===== src/sv/ohm_pkg.sv =====
`default_nettype none

package ohm_pkg;

   // Field widths of the transfer payloads and the register file.
   localparam int SAMPLE_W = 10;
   localparam int COUNT_W = 8;
   localparam int CHANNEL_W = 2;
   localparam int FAULT_W = 2;
   localparam int CSR_INDEX_W = 3;
   localparam int CSR_DATA_W = 10;
   localparam int BUTTON_COUNT = 3;

   localparam int NUM_CHANNELS_DEFAULT = 3;

   // Register reset values.
   localparam logic [SAMPLE_W-1:0] THRESHOLD_RESET = 10'd1023;
   localparam logic [COUNT_W-1:0] TRIP_LIMIT_RESET = 8'd10;
   localparam logic [COUNT_W-1:0] HOLD_COUNT_RESET = 8'd100;
   localparam logic PROTECTION_RESET = 1'b1;

   typedef enum logic [CSR_INDEX_W-1:0] {
      CSR_THRESHOLD_DOWN = 3'd0,
      CSR_THRESHOLD_UP = 3'd1,
      CSR_THRESHOLD_MID = 3'd2,
      CSR_TRIP_COUNT_LIMIT = 3'd3,
      CSR_HOLD_COUNT = 3'd4,
      CSR_PROTECTION_ENABLE = 3'd5
   } csr_index_type;

   typedef enum logic [FAULT_W-1:0] {
      FAULT_NONE = 2'd0,
      FAULT_OVERCURRENT = 2'd1,
      FAULT_EMERGENCY = 2'd2
   } fault_type;

   typedef struct packed {
      logic [SAMPLE_W-1:0] threshold_down;
      logic [SAMPLE_W-1:0] threshold_up;
      logic [SAMPLE_W-1:0] threshold_mid;
      logic [COUNT_W-1:0] trip_count_limit;
      logic [COUNT_W-1:0] hold_count;
      logic protection_enable;
   } ohm_cfg_type;

   typedef struct packed {
      logic [SAMPLE_W-1:0] current_sample;
      logic start_button;
      logic measure_button;
      logic stop_button;
   } ohm_item_type;

   typedef struct packed {
      logic start_held;
      logic measure_held;
      logic [FAULT_W-1:0] fault;
      logic [CHANNEL_W-1:0] fault_channel;
      logic [CHANNEL_W-1:0] sample_channel;
   } ohm_result_type;

endpackage

`default_nettype wire


===== src/sv/ohm_if.sv =====
`default_nettype none

interface ohm_req_if;
   import ohm_pkg::*;

   logic valid;
   logic ready;
   logic [SAMPLE_W-1:0] current_sample;
   logic start_button;
   logic measure_button;
   logic stop_button;

   modport source (
      output valid, current_sample, start_button, measure_button, stop_button,
      input ready
   );
   modport sink (
      input valid, current_sample, start_button, measure_button, stop_button,
      output ready
   );
endinterface

interface ohm_rsp_if;
   import ohm_pkg::*;

   logic valid;
   logic ready;
   logic start_held;
   logic measure_held;
   logic [FAULT_W-1:0] fault;
   logic [CHANNEL_W-1:0] fault_channel;
   logic [CHANNEL_W-1:0] sample_channel;

   modport source (
      output valid, start_held, measure_held, fault, fault_channel, sample_channel,
      input ready
   );
   modport sink (
      input valid, start_held, measure_held, fault, fault_channel, sample_channel,
      output ready
   );
endinterface

`default_nettype wire


===== src/sv/ohm_csr.sv =====
`default_nettype none

module ohm_csr (
   input wire logic clock,
   input wire logic reset,
   input wire logic csr_wr_en,
   input wire logic [ohm_pkg::CSR_INDEX_W-1:0] csr_index,
   input wire logic [ohm_pkg::CSR_DATA_W-1:0] csr_wdata,
   output ohm_pkg::ohm_cfg_type cfg
);
   import ohm_pkg::*;

   ohm_cfg_type cfg_ff;
   ohm_cfg_type cfg_in;

   always_comb begin
      cfg_in = cfg_ff;
      if (csr_wr_en) begin
         case (csr_index)
            CSR_THRESHOLD_DOWN: cfg_in.threshold_down = csr_wdata[SAMPLE_W-1:0];
            CSR_THRESHOLD_UP: cfg_in.threshold_up = csr_wdata[SAMPLE_W-1:0];
            CSR_THRESHOLD_MID: cfg_in.threshold_mid = csr_wdata[SAMPLE_W-1:0];
            CSR_TRIP_COUNT_LIMIT: cfg_in.trip_count_limit = csr_wdata[COUNT_W-1:0];
            CSR_HOLD_COUNT: cfg_in.hold_count = csr_wdata[COUNT_W-1:0];
            CSR_PROTECTION_ENABLE: cfg_in.protection_enable = csr_wdata[0];
            default: cfg_in = cfg_ff;
         endcase
      end
   end

   always_ff @(posedge clock) begin
      if (reset) begin
         cfg_ff.threshold_down <= THRESHOLD_RESET;
         cfg_ff.threshold_up <= THRESHOLD_RESET;
         cfg_ff.threshold_mid <= THRESHOLD_RESET;
         cfg_ff.trip_count_limit <= TRIP_LIMIT_RESET;
         cfg_ff.hold_count <= HOLD_COUNT_RESET;
         cfg_ff.protection_enable <= PROTECTION_RESET;
      end else begin
         cfg_ff <= cfg_in;
      end
   end

   assign cfg = cfg_ff;

endmodule

`default_nettype wire


===== src/sv/ohm_core.sv =====
`default_nettype none

module ohm_core #(
   parameter int NUM_CHANNELS = ohm_pkg::NUM_CHANNELS_DEFAULT
) (
   input wire logic clock,
   input wire logic reset,
   input wire ohm_pkg::ohm_cfg_type cfg,
   input wire logic step,
   input wire ohm_pkg::ohm_item_type item,
   output ohm_pkg::ohm_result_type result
);
   import ohm_pkg::*;

   localparam int CH_W = (NUM_CHANNELS > 1) ? $clog2(NUM_CHANNELS) : 1;
   localparam int EXT_W = CH_W + CHANNEL_W;
   localparam int STOP_IDX = 2;

   logic [CH_W-1:0] channel_ff, channel_in;
   logic [CH_W-1:0] tripped_ff, tripped_in;
   logic [COUNT_W-1:0] trip_cnt_ff [NUM_CHANNELS];
   logic [COUNT_W-1:0] trip_cnt_in [NUM_CHANNELS];
   logic [COUNT_W-1:0] btn_cnt_ff [BUTTON_COUNT];
   logic [COUNT_W-1:0] btn_cnt_in [BUTTON_COUNT];
   fault_type fault_ff, fault_in;

   logic [CH_W-1:0] ch_sel;
   logic [CH_W-1:0] ch_rot;
   logic [CH_W:0] ch_plus;
   logic [SAMPLE_W-1:0] threshold;
   logic [BUTTON_COUNT-1:0] pressed;
   logic tripped;
   logic [EXT_W-1:0] tripped_ext;
   logic [EXT_W-1:0] channel_ext;

   // A channel index out of range falls back to channel zero.
   assign ch_sel = ({1'b0, channel_ff} < (CH_W+1)'(NUM_CHANNELS)) ? channel_ff : '0;
   assign ch_plus = {1'b0, ch_sel} + (CH_W+1)'(1);
   assign ch_rot = (ch_plus < (CH_W+1)'(NUM_CHANNELS)) ? ch_plus[CH_W-1:0] : '0;

   // Channels past the second one share the middle threshold.
   always_comb begin
      if (ch_sel == '0) begin
         threshold = cfg.threshold_down;
      end else if (ch_sel == CH_W'(1)) begin
         threshold = cfg.threshold_up;
      end else begin
         threshold = cfg.threshold_mid;
      end
   end

   assign pressed = {item.stop_button, item.measure_button, item.start_button};

   always_comb begin
      channel_in = channel_ff;
      tripped_in = tripped_ff;
      fault_in = fault_ff;
      trip_cnt_in = trip_cnt_ff;
      btn_cnt_in = btn_cnt_ff;
      tripped = 1'b0;
      if (fault_ff == FAULT_NONE) begin
         if (cfg.protection_enable) begin
            if (item.current_sample > threshold) begin
               if (trip_cnt_ff[ch_sel] < cfg.trip_count_limit) begin
                  trip_cnt_in[ch_sel] = trip_cnt_ff[ch_sel] + COUNT_W'(1);
               end else begin
                  fault_in = FAULT_OVERCURRENT;
                  tripped_in = ch_sel;
                  tripped = 1'b1;
               end
            end else begin
               trip_cnt_in[ch_sel] = '0;
            end
            if (!tripped) begin
               channel_in = ch_rot;
            end
         end
         if (!tripped) begin
            for (int b = 0; b < BUTTON_COUNT; b++) begin
               if (pressed[b]) begin
                  if (btn_cnt_ff[b] < cfg.hold_count) begin
                     btn_cnt_in[b] = btn_cnt_ff[b] + COUNT_W'(1);
                  end else if (b == STOP_IDX) begin
                     fault_in = FAULT_EMERGENCY;
                  end
               end else begin
                  btn_cnt_in[b] = '0;
               end
            end
         end
      end
   end

   always_ff @(posedge clock) begin
      if (reset) begin
         channel_ff <= '0;
         tripped_ff <= '0;
         fault_ff <= FAULT_NONE;
         for (int c = 0; c < NUM_CHANNELS; c++) begin
            trip_cnt_ff[c] <= '0;
         end
         for (int b = 0; b < BUTTON_COUNT; b++) begin
            btn_cnt_ff[b] <= '0;
         end
      end else if (step) begin
         channel_ff <= channel_in;
         tripped_ff <= tripped_in;
         fault_ff <= fault_in;
         trip_cnt_ff <= trip_cnt_in;
         btn_cnt_ff <= btn_cnt_in;
      end
   end

   assign tripped_ext = EXT_W'(tripped_in);
   assign channel_ext = EXT_W'(channel_in);

   always_comb begin
      result.start_held = (btn_cnt_in[0] >= cfg.hold_count);
      result.measure_held = (btn_cnt_in[1] >= cfg.hold_count);
      result.fault = FAULT_W'(fault_in);
      result.fault_channel = (fault_in == FAULT_OVERCURRENT) ?
                             tripped_ext[CHANNEL_W-1:0] : '0;
      result.sample_channel = channel_ext[CHANNEL_W-1:0];
   end

endmodule

`default_nettype wire


===== src/sv/overcurrent_and_button_hold_monitor.sv =====
// Overcurrent and button-hold monitor.
//
// Each transfer on req_if is one sampling tick: the current code of the
// channel named by the last sample_channel, plus the levels of the start,
// measure and stop buttons. Each tick yields exactly one transfer on rsp_if
// with the held flags, the latched fault code, the tripped channel and the
// channel whose sample the next tick should carry.
// The csr_ port writes the thresholds, the trip limit, the hold count and
// the protection enable; write only while no tick is in flight.
// A request transfer lands in the input register; once the output register
// can load, the state update and result are computed in a single pass into
// the output register, which offers the response. Throughput is one tick per
// cycle while the receiver takes every result, set by the read-modify-write
// of the channel, trip and button counters within each single pass.
// Synchronous reset clears all counters and the fault, selects channel zero
// and loads the register reset values. When the receiver stalls, the output
// register holds its result, the input register fills, and req_if.ready drops
// only when both are occupied and the receiver is not taking the result.
// Once a fault latches, later ticks report the frozen state until reset.
`default_nettype none

module overcurrent_and_button_hold_monitor #(
   parameter int NUM_CHANNELS = ohm_pkg::NUM_CHANNELS_DEFAULT
) (
   input wire logic clock,
   input wire logic reset,
   ohm_req_if.sink req_if,
   ohm_rsp_if.source rsp_if,
   input wire logic csr_wr_en,
   input wire logic [ohm_pkg::CSR_INDEX_W-1:0] csr_index,
   input wire logic [ohm_pkg::CSR_DATA_W-1:0] csr_wdata
);
   import ohm_pkg::*;

   ohm_cfg_type cfg;

   // Input register stage.
   logic s1_valid_ff, s1_valid_in;
   ohm_item_type s1_item_ff;

   // Output register stage.
   logic out_valid_ff, out_valid_in;
   ohm_result_type out_result_ff;

   ohm_result_type core_result;
   logic take;
   logic step;
   logic req_xfer;

   // The output register can load whenever it is empty or being drained.
   assign take = !out_valid_ff || rsp_if.ready;
   assign step = s1_valid_ff && take;
   assign req_if.ready = !s1_valid_ff || take;
   assign req_xfer = req_if.valid && req_if.ready;

   always_comb begin
      if (req_xfer) begin
         s1_valid_in = 1'b1;
      end else if (take) begin
         s1_valid_in = 1'b0;
      end else begin
         s1_valid_in = s1_valid_ff;
      end
      out_valid_in = take ? s1_valid_ff : out_valid_ff;
   end

   always_ff @(posedge clock) begin
      if (reset) begin
         s1_valid_ff <= 1'b0;
         out_valid_ff <= 1'b0;
      end else begin
         s1_valid_ff <= s1_valid_in;
         out_valid_ff <= out_valid_in;
      end
   end

   always_ff @(posedge clock) begin
      if (req_xfer) begin
         s1_item_ff.current_sample <= req_if.current_sample;
         s1_item_ff.start_button <= req_if.start_button;
         s1_item_ff.measure_button <= req_if.measure_button;
         s1_item_ff.stop_button <= req_if.stop_button;
      end
      if (step) begin
         out_result_ff <= core_result;
      end
   end

   ohm_csr u_csr (
      .clock(clock),
      .reset(reset),
      .csr_wr_en(csr_wr_en),
      .csr_index(csr_index),
      .csr_wdata(csr_wdata),
      .cfg(cfg)
   );

   // The monitor state advances exactly when a tick moves into the output
   // register, so ticks are applied in order and once each.
   ohm_core #(
      .NUM_CHANNELS(NUM_CHANNELS)
   ) u_core (
      .clock(clock),
      .reset(reset),
      .cfg(cfg),
      .step(step),
      .item(s1_item_ff),
      .result(core_result)
   );

   assign rsp_if.valid = out_valid_ff;
   assign rsp_if.start_held = out_result_ff.start_held;
   assign rsp_if.measure_held = out_result_ff.measure_held;
   assign rsp_if.fault = out_result_ff.fault;
   assign rsp_if.fault_channel = out_result_ff.fault_channel;
   assign rsp_if.sample_channel = out_result_ff.sample_channel;

endmodule

`default_nettype wire


===== src/flat_wrapper.sv =====
// flat-port wrapper written by rule: the top's interface ports become plain ports
module overcurrent_and_button_hold_monitor_flat import ohm_pkg::*;
#(
   parameter int NUM_CHANNELS = ohm_pkg::NUM_CHANNELS_DEFAULT
)
  (clock, reset, csr_wr_en, csr_index, csr_wdata, req_if_valid, req_if_current_sample, req_if_start_button, req_if_measure_button, req_if_stop_button, req_if_ready, rsp_if_valid, rsp_if_start_held, rsp_if_measure_held, rsp_if_fault, rsp_if_fault_channel, rsp_if_sample_channel, rsp_if_ready);
  ohm_req_if req_if_i ();
  ohm_rsp_if rsp_if_i ();
  input wire logic clock;
  input wire logic reset;
  input wire logic csr_wr_en;
  input wire logic [ohm_pkg::CSR_INDEX_W-1:0] csr_index;
  input wire logic [ohm_pkg::CSR_DATA_W-1:0] csr_wdata;
  input wire logic [$bits(req_if_i.valid)-1:0] req_if_valid;
  input wire logic [$bits(req_if_i.current_sample)-1:0] req_if_current_sample;
  input wire logic [$bits(req_if_i.start_button)-1:0] req_if_start_button;
  input wire logic [$bits(req_if_i.measure_button)-1:0] req_if_measure_button;
  input wire logic [$bits(req_if_i.stop_button)-1:0] req_if_stop_button;
  output wire logic [$bits(req_if_i.ready)-1:0] req_if_ready;
  output wire logic [$bits(rsp_if_i.valid)-1:0] rsp_if_valid;
  output wire logic [$bits(rsp_if_i.start_held)-1:0] rsp_if_start_held;
  output wire logic [$bits(rsp_if_i.measure_held)-1:0] rsp_if_measure_held;
  output wire logic [$bits(rsp_if_i.fault)-1:0] rsp_if_fault;
  output wire logic [$bits(rsp_if_i.fault_channel)-1:0] rsp_if_fault_channel;
  output wire logic [$bits(rsp_if_i.sample_channel)-1:0] rsp_if_sample_channel;
  input wire logic [$bits(rsp_if_i.ready)-1:0] rsp_if_ready;
  assign req_if_i.valid = req_if_valid;
  assign req_if_i.current_sample = req_if_current_sample;
  assign req_if_i.start_button = req_if_start_button;
  assign req_if_i.measure_button = req_if_measure_button;
  assign req_if_i.stop_button = req_if_stop_button;
  assign req_if_ready = req_if_i.ready;
  assign rsp_if_valid = rsp_if_i.valid;
  assign rsp_if_start_held = rsp_if_i.start_held;
  assign rsp_if_measure_held = rsp_if_i.measure_held;
  assign rsp_if_fault = rsp_if_i.fault;
  assign rsp_if_fault_channel = rsp_if_i.fault_channel;
  assign rsp_if_sample_channel = rsp_if_i.sample_channel;
  assign rsp_if_i.ready = rsp_if_ready;
  overcurrent_and_button_hold_monitor #(.NUM_CHANNELS(NUM_CHANNELS)) u_core (.clock(clock), .reset(reset), .req_if(req_if_i), .rsp_if(rsp_if_i), .csr_wr_en(csr_wr_en), .csr_index(csr_index), .csr_wdata(csr_wdata));
endmodule

===== config.mk =====
export PLATFORM = sky130hd
export DESIGN_NAME = overcurrent_and_button_hold_monitor_flat
export DESIGN_NICKNAME = d
export VERILOG_FILES = /design/src/sv/ohm_pkg.sv /design/src/sv/ohm_if.sv /design/src/sv/ohm_csr.sv /design/src/sv/ohm_core.sv /design/src/sv/overcurrent_and_button_hold_monitor.sv /design/src/flat_wrapper.sv
export SDC_FILE = /design/constraint.sdc
export NUM_CORES = 1
export LEC_CHECK = 0
export ABC_CLOCK_PERIOD_IN_PS = 11600
export BUFFER_PORTS_ARGS = -buffer_cell sky130_fd_sc_hd__buf_2
export CORE_MARGIN = 4
export CORE_UTILIZATION = 45
export CTS_BUF_LIST = sky130_fd_sc_hd__clkbuf_16
export DETAILED_ROUTE_END_ITERATION = 16
export GPL_TIMING_DRIVEN = 0
export PLACE_DENSITY = 0.62
export SLEW_MARGIN = 20
export SYNTH_ARGS = -nofsm -noshare
export SYNTH_HDL_FRONTEND = slang
export SYNTH_HIERARCHICAL = 1
export SYNTH_SLANG_ARGS = --single-unit

===== constraint.sdc =====
create_clock -name clock -period 11.6 [get_ports clock]
set_input_delay 1.16 -clock clock [delete_from_list [all_inputs] [get_ports clock]]
set_output_delay 1.16 -clock clock [all_outputs]
set_load 0.01 [all_outputs]

# Word-level counts from Yosys, hierarchy flattened
# Index checks and enable logic that the tools add are counted.
[word_totals]
regBits = 124
input_bits = 31
wordCells = 116
[classes]
add_sub_neg = 5
order_cmp = 11
n_eq_ne = 9
muxes = 42
bitwise_logic = 4
reduce_logical = 19
[ops]
columns = ["cell", "count"]
rows = [
  ["two-way mux 24 bit", 4],
  ["two-way mux 8 bit", 9],
  ["adder 8 x 1 -> 8 bit (second input constant)", 4],
  ["less-than comparator 8 bit", 4],
  ["two-way mux 2 bit", 16],
  ["AND 24 bit", 1],
  ["bitwise mux 24 bit", 1],
  ["NOT 24 bit", 1],
  ["two-way mux 10 bit", 2],
  ["binary-select mux 8 bit (select 2 bit)", 1],
  ["demux 8 bit (select 2 bit)", 1],
  ["greater-or-equal comparator 8 bit", 2],
  ["AND reduction 2 bit", 6],
  ["greater-than comparator 10 bit", 1],
  ["two-way mux 1 bit", 8],
  ["AND reduction 4 bit", 2],
  ["equality test 3 x 2 -> 1 bit (second input constant)", 2],
  ["equality test 3 bit (second input constant)", 2],
  ["equality test 2 x 1 -> 1 bit (second input constant)", 2],
  ["logical NOT 2 bit", 2],
  ["adder 2 x 1 -> 3 bit (second input constant)", 1],
  ["equality test 3 x 1 -> 1 bit (second input constant)", 1],
  ["greater-or-equal comparator 3 bit (second input constant)", 1],
  ["logical AND 1 bit", 3],
  ["11 further kinds", 13],
]

# Depth between registers and ports, before layout
[depth]
ltp_word = 16
depth_mapped = 25
mapped_depth_nobuf = 21

# Hierarchy
# The synthesis kept the hierarchy.
[by_module_without_submodules]
columns = ["mod", "n_inst", "cells_per_inst", "area_per_inst_um2", "seq_area_each_um2"]
rows = [
  ["ohm_core", 1, 576, 4554.4, 1081.0],
  ["ohm_csr", 1, 178, 1838.0, 940.9],
  ["overcurrent_and_button_hold_monitor", 1, 31, 734.5, 670.6],
]

# Worst setup path after synthesis
# OpenSTA, ideal clock, no wires.
[synth_path]
kind = "flip-flop to flip-flop"
startpoint = "register u_core.u_core.channel_ff[1]"
endpoint = "register u_core.out_result_ff (netlist bit u_core/rsp_if.measure_held), data pin"
arrival_time_ns = 4.520
required_ns = 11.339
setup_slack_ns = 6.819
path_stages_with_launch = 26
n_path_buf = 5
path_cell_list = "dfxtp_1 -> inv_1 -> ha_1 -> clkbuf_1 -> clkbuf_1 -> buf_1 -> mux2i_1 -> nor2_1 -> a21oi_1 -> ha_1 -> a21oi_1 -> o21a_1 -> o31ai_1 -> o31ai_1 -> clkbuf_1 -> o21ai_1 -> clkbuf_1 -> o21ai_0 -> ha_1 -> nand2b_1 -> a21o_1 -> a21o_1 -> a21oi_1 -> nor2b_1 -> o21ai_0 -> a21oi_1"
[synth_lines]
columns = ["item", "line_no", "rtl"]
rows = [
  ["start, declared", "ohm_core.sv:19", "logic [CH_W-1:0] channel_ff, channel_in;"],
  ["start signal, assigned", "ohm_core.sv:106", "channel_ff <= channel_in;"],
  ["end signal, assigned", "overcurrent_and_button_hold_monitor.sv:85", "out_result_ff <= core_result;"],
  ["end, declared", "overcurrent_and_button_hold_monitor.sv:43", "ohm_result_type out_result_ff;"],
]

==> results.md <==
* Worst min path class: reg2reg
* Largest net degree at the start of global routing at 17
* Post-route minimum period at 6.86 ns
* GP Congestion at 0.893
* Initial antenna violation count at 0
* Seq/Total Area, Yosys at 37.8%
* Fin worst setup slack at 4.74 ns
* Status: finished clean
* Synth async-reset ratio at 0%
* Slew headroom at 40.2%
* Setup TNS at 0 ns
* CTS Root Buffer Type: clkbuf_16
* FMAX at 146 MHz
* FF-to-FF setup slack at 4.74 ns
* Power Dens Cells at 130 nW/um^2
* Final setup fails at 0
* Post-synth EDFFs at 21
* Vias in the first global route at 6185
* Vias per cell at 5.77
* Die Height at 134 um
* Total chip power at 1.06 mW
* Max cap viols at 0
* Post-Syn Instances at 785
* Max FO, Critical Path at 10
* Most used standard cell by instance count after synthesis: dfxtp_1
* #FFs+latches synth at 124
* Drt drc at 0
* Worst stage delay on the critical path at 0.74 ns
* Die area at 17900 sq um
* # fillers at 1445
* Worst Skew at 0.0121 ns
* Top Family by Delay on Critical Path: compound AO/OA/AOI/OAI gates
* Sink Count at 124
* CP required at 11.77 ns
* Hold_buf cts at 0
* CTS resizes at 0
* Area contributors post-synth: dfxtp_1 (29%), mux2i_1 (12%), ha_1 (11%)
* H-Tree Depth at 4
* Post-CTS Setup Repair Bufs at 0
* Post-synth top cells: dfxtp_1 (103), nor2_1 (96), mux2i_1 (82)
* Final hold vios at 0
* Clock latency on the worst-skew pair at 0.43 ns
* Worst-path clk slew at 0.06 ns
* Cell Area, Synth at 7130 sq um
* Worst ir drop on vdd at 102 uV
* Total grt overflow at 0
* Mapped Nets at 877
* Synth unique cells at 65
* Ys flop type: dfxtp_1
* Setup crit start kind: register
* Hpwl dp at 14100 um
* Total Routing Usage GR at 21.8%
* Row count at 45
* CP arrival at 7.03 ns
* Final period util at 59.2%
* Pre-antenna DRT Iters at 5
* TritonCTS clock tree: done
* First-pass GRT wire length at 31300 um
* Final Slew Violations at 0
* IO Port Bufs at 40
* Crit path buf inv count at 6
* Syn_area_per_cell at 9.08 sq um
* Wire per inst at 17.8 um
* Final wirelength at 19000 um
* Vias at 6161
* Nets at 936
* RSZ-0062 raised after global routing: no
* Post-route ant nets at 0
* Num CTS Buffers at 17
* CP Capture Type: register
* Clk buf depth at 2
* Proportion of netlist area held by the largest area contributor at 28.9%
* N_diodes at 0
* Lkg Pwr at 3.43 nW
* Synth warnings at 6
* I/O Pins at 41
* Critical setup path kind: reg2reg
* Layout cell share with drive strength beyond 1 at 10.7%
* Core area at 15400 sq um
* Worst-Margin Slew at 0.896 ns
* Initial core utilization at 46.4%
* Chip Width at 134 um
* Initial DRC Count at 527
* Cell taking the most area after synthesis: dfxtp_1
* Dpl ws at 4.87 ns
* Area delta synth->final at 14.4%
* Crit-path slowest cell: buf_1
[kinds of logic (layout without fill, tap and decap cells)]
logic type,count (synthesis),in the layout,share of synthesized area [%]
adder cells (fa/ha/maj),61,61,10.7
AO/OA/AOI/OAI,185,185,16.5
XOR/XNOR,9,9,1.11
AND/OR/NAND/NOR,253,253,18.1
buffers and inverters,69,141,3.97
multiplexers,84,84,11.8
flip-flops,124,124,37.8
[placed cells by master, fill, tap and decap left out, drive strengths merged, types with 5 or more instances in the layout]
master,n
nand3,22
ha,61
edfxtp,21
o31ai,11
dfxtp,103
nor2,96
buf,51
nand2b,28
a21oi,60
inv,39
o2bb2ai,7
nor2b,6
a211oi,5
or3,16
mux2i,82
or4,7
nand2,39
xor2,5
nand4,5
a21o,15
o21ai,46
nor3,7
o211ai,8
clkbuf,42
[metrics by stage]
| stage | hold slack [ns] | utilization (%) | instances | instance area (sq um) |
|---|---|---|---|---|
| 2_1_floorplan | 0.436 | - | 785 | 7130 |
| 3_3_place_gp | 0.447 | 49.4 | 1036 | 7590 |
| 3_5_place_dp | 0.454 | 49.4 | 1036 | 7590 |
| 4_1_cts | 0.463 | 53.0 | 1068 | 8150 |
| 5_1_grt | 0.492 | 53.0 | 1068 | 8150 |
| 6_report | 0.461 | 53.0 | 1068 | 8150 |
[per-layer routing]
| layer | track usage (%) | part of all wire, % | up-vias |
|---|---|---|---|
| met3 | 5.10 | 5.1 | 42 |
| met1 | 28.4 | 45 | 2954 |
| met4 | 8.11 | 2.6 | 0 |
| met5 | 0 | 0 | - |
| met2 | 35.5 | 47 | 185 |
| li1 | - | - | 2980 |
[report_power, final]
part / switching, mW / total (mW) / internal (mW)
logic: 0.0609 / 0.0946 / 0.0336
clock network: 0.213 / 0.510 / 0.297
registers: 0.00609 / 0.453 / 0.447
total: 0.280 / 1.06 / 0.777
[path summary, 6_finish.rpt]
check,to,from,cells after the start
setup / recovery,u_core/rsp_if.measure_held,u_core/u_core/channel_ff[1],25
hold / removal,u_core/u_core/trip_cnt_ff[1],u_core/u_core/trip_cnt_ff[1],2
setup reg to reg,u_core/rsp_if.measure_held,u_core/u_core/channel_ff[1],25
hold reg to reg,u_core/u_core/trip_cnt_ff[1],u_core/u_core/trip_cnt_ff[1],2
[layout make-up]
cell class / count / area, sq um / area share (%)
Buffer: 36 / 159 / 1.95
Clock buffer: 17 / 425 / 5.22
Clock inverter: 15 / 135 / 1.66
Inverter: 33 / 124 / 1.52
Multi-Input combinational cell: 592 / 4150 / 50.9
Sequential cell: 124 / 2690 / 33.0
Tap cell: 211 / 264 / 3.24
Timing Repair Buffer: 40 / 200 / 2.46
[worst reg2reg max path: cells and delay by family (launching register included)]
| family | cells | cell delay [ns] |
|---|---|---|
| simple gates | 3 | 0.29 |
| buf+inv | 6 | 2.48 |
| mux | 1 | 0.31 |
| flops | 1 | 0.35 |
| compound gates | 12 | 2.49 |
| fa+ha+maj | 3 | 0.66 |
[registers in the layout (all words and copies together) (netlist names), 13 cells and up]
name	cells
u_core/u_core/trip_cnt_ff	24
u_core/u_core/btn_cnt_ff	24
u_core/s1_item_ff	13
u_core/u_csr/cfg	47
No activity file was read; power rests on OpenSTA's default activity.
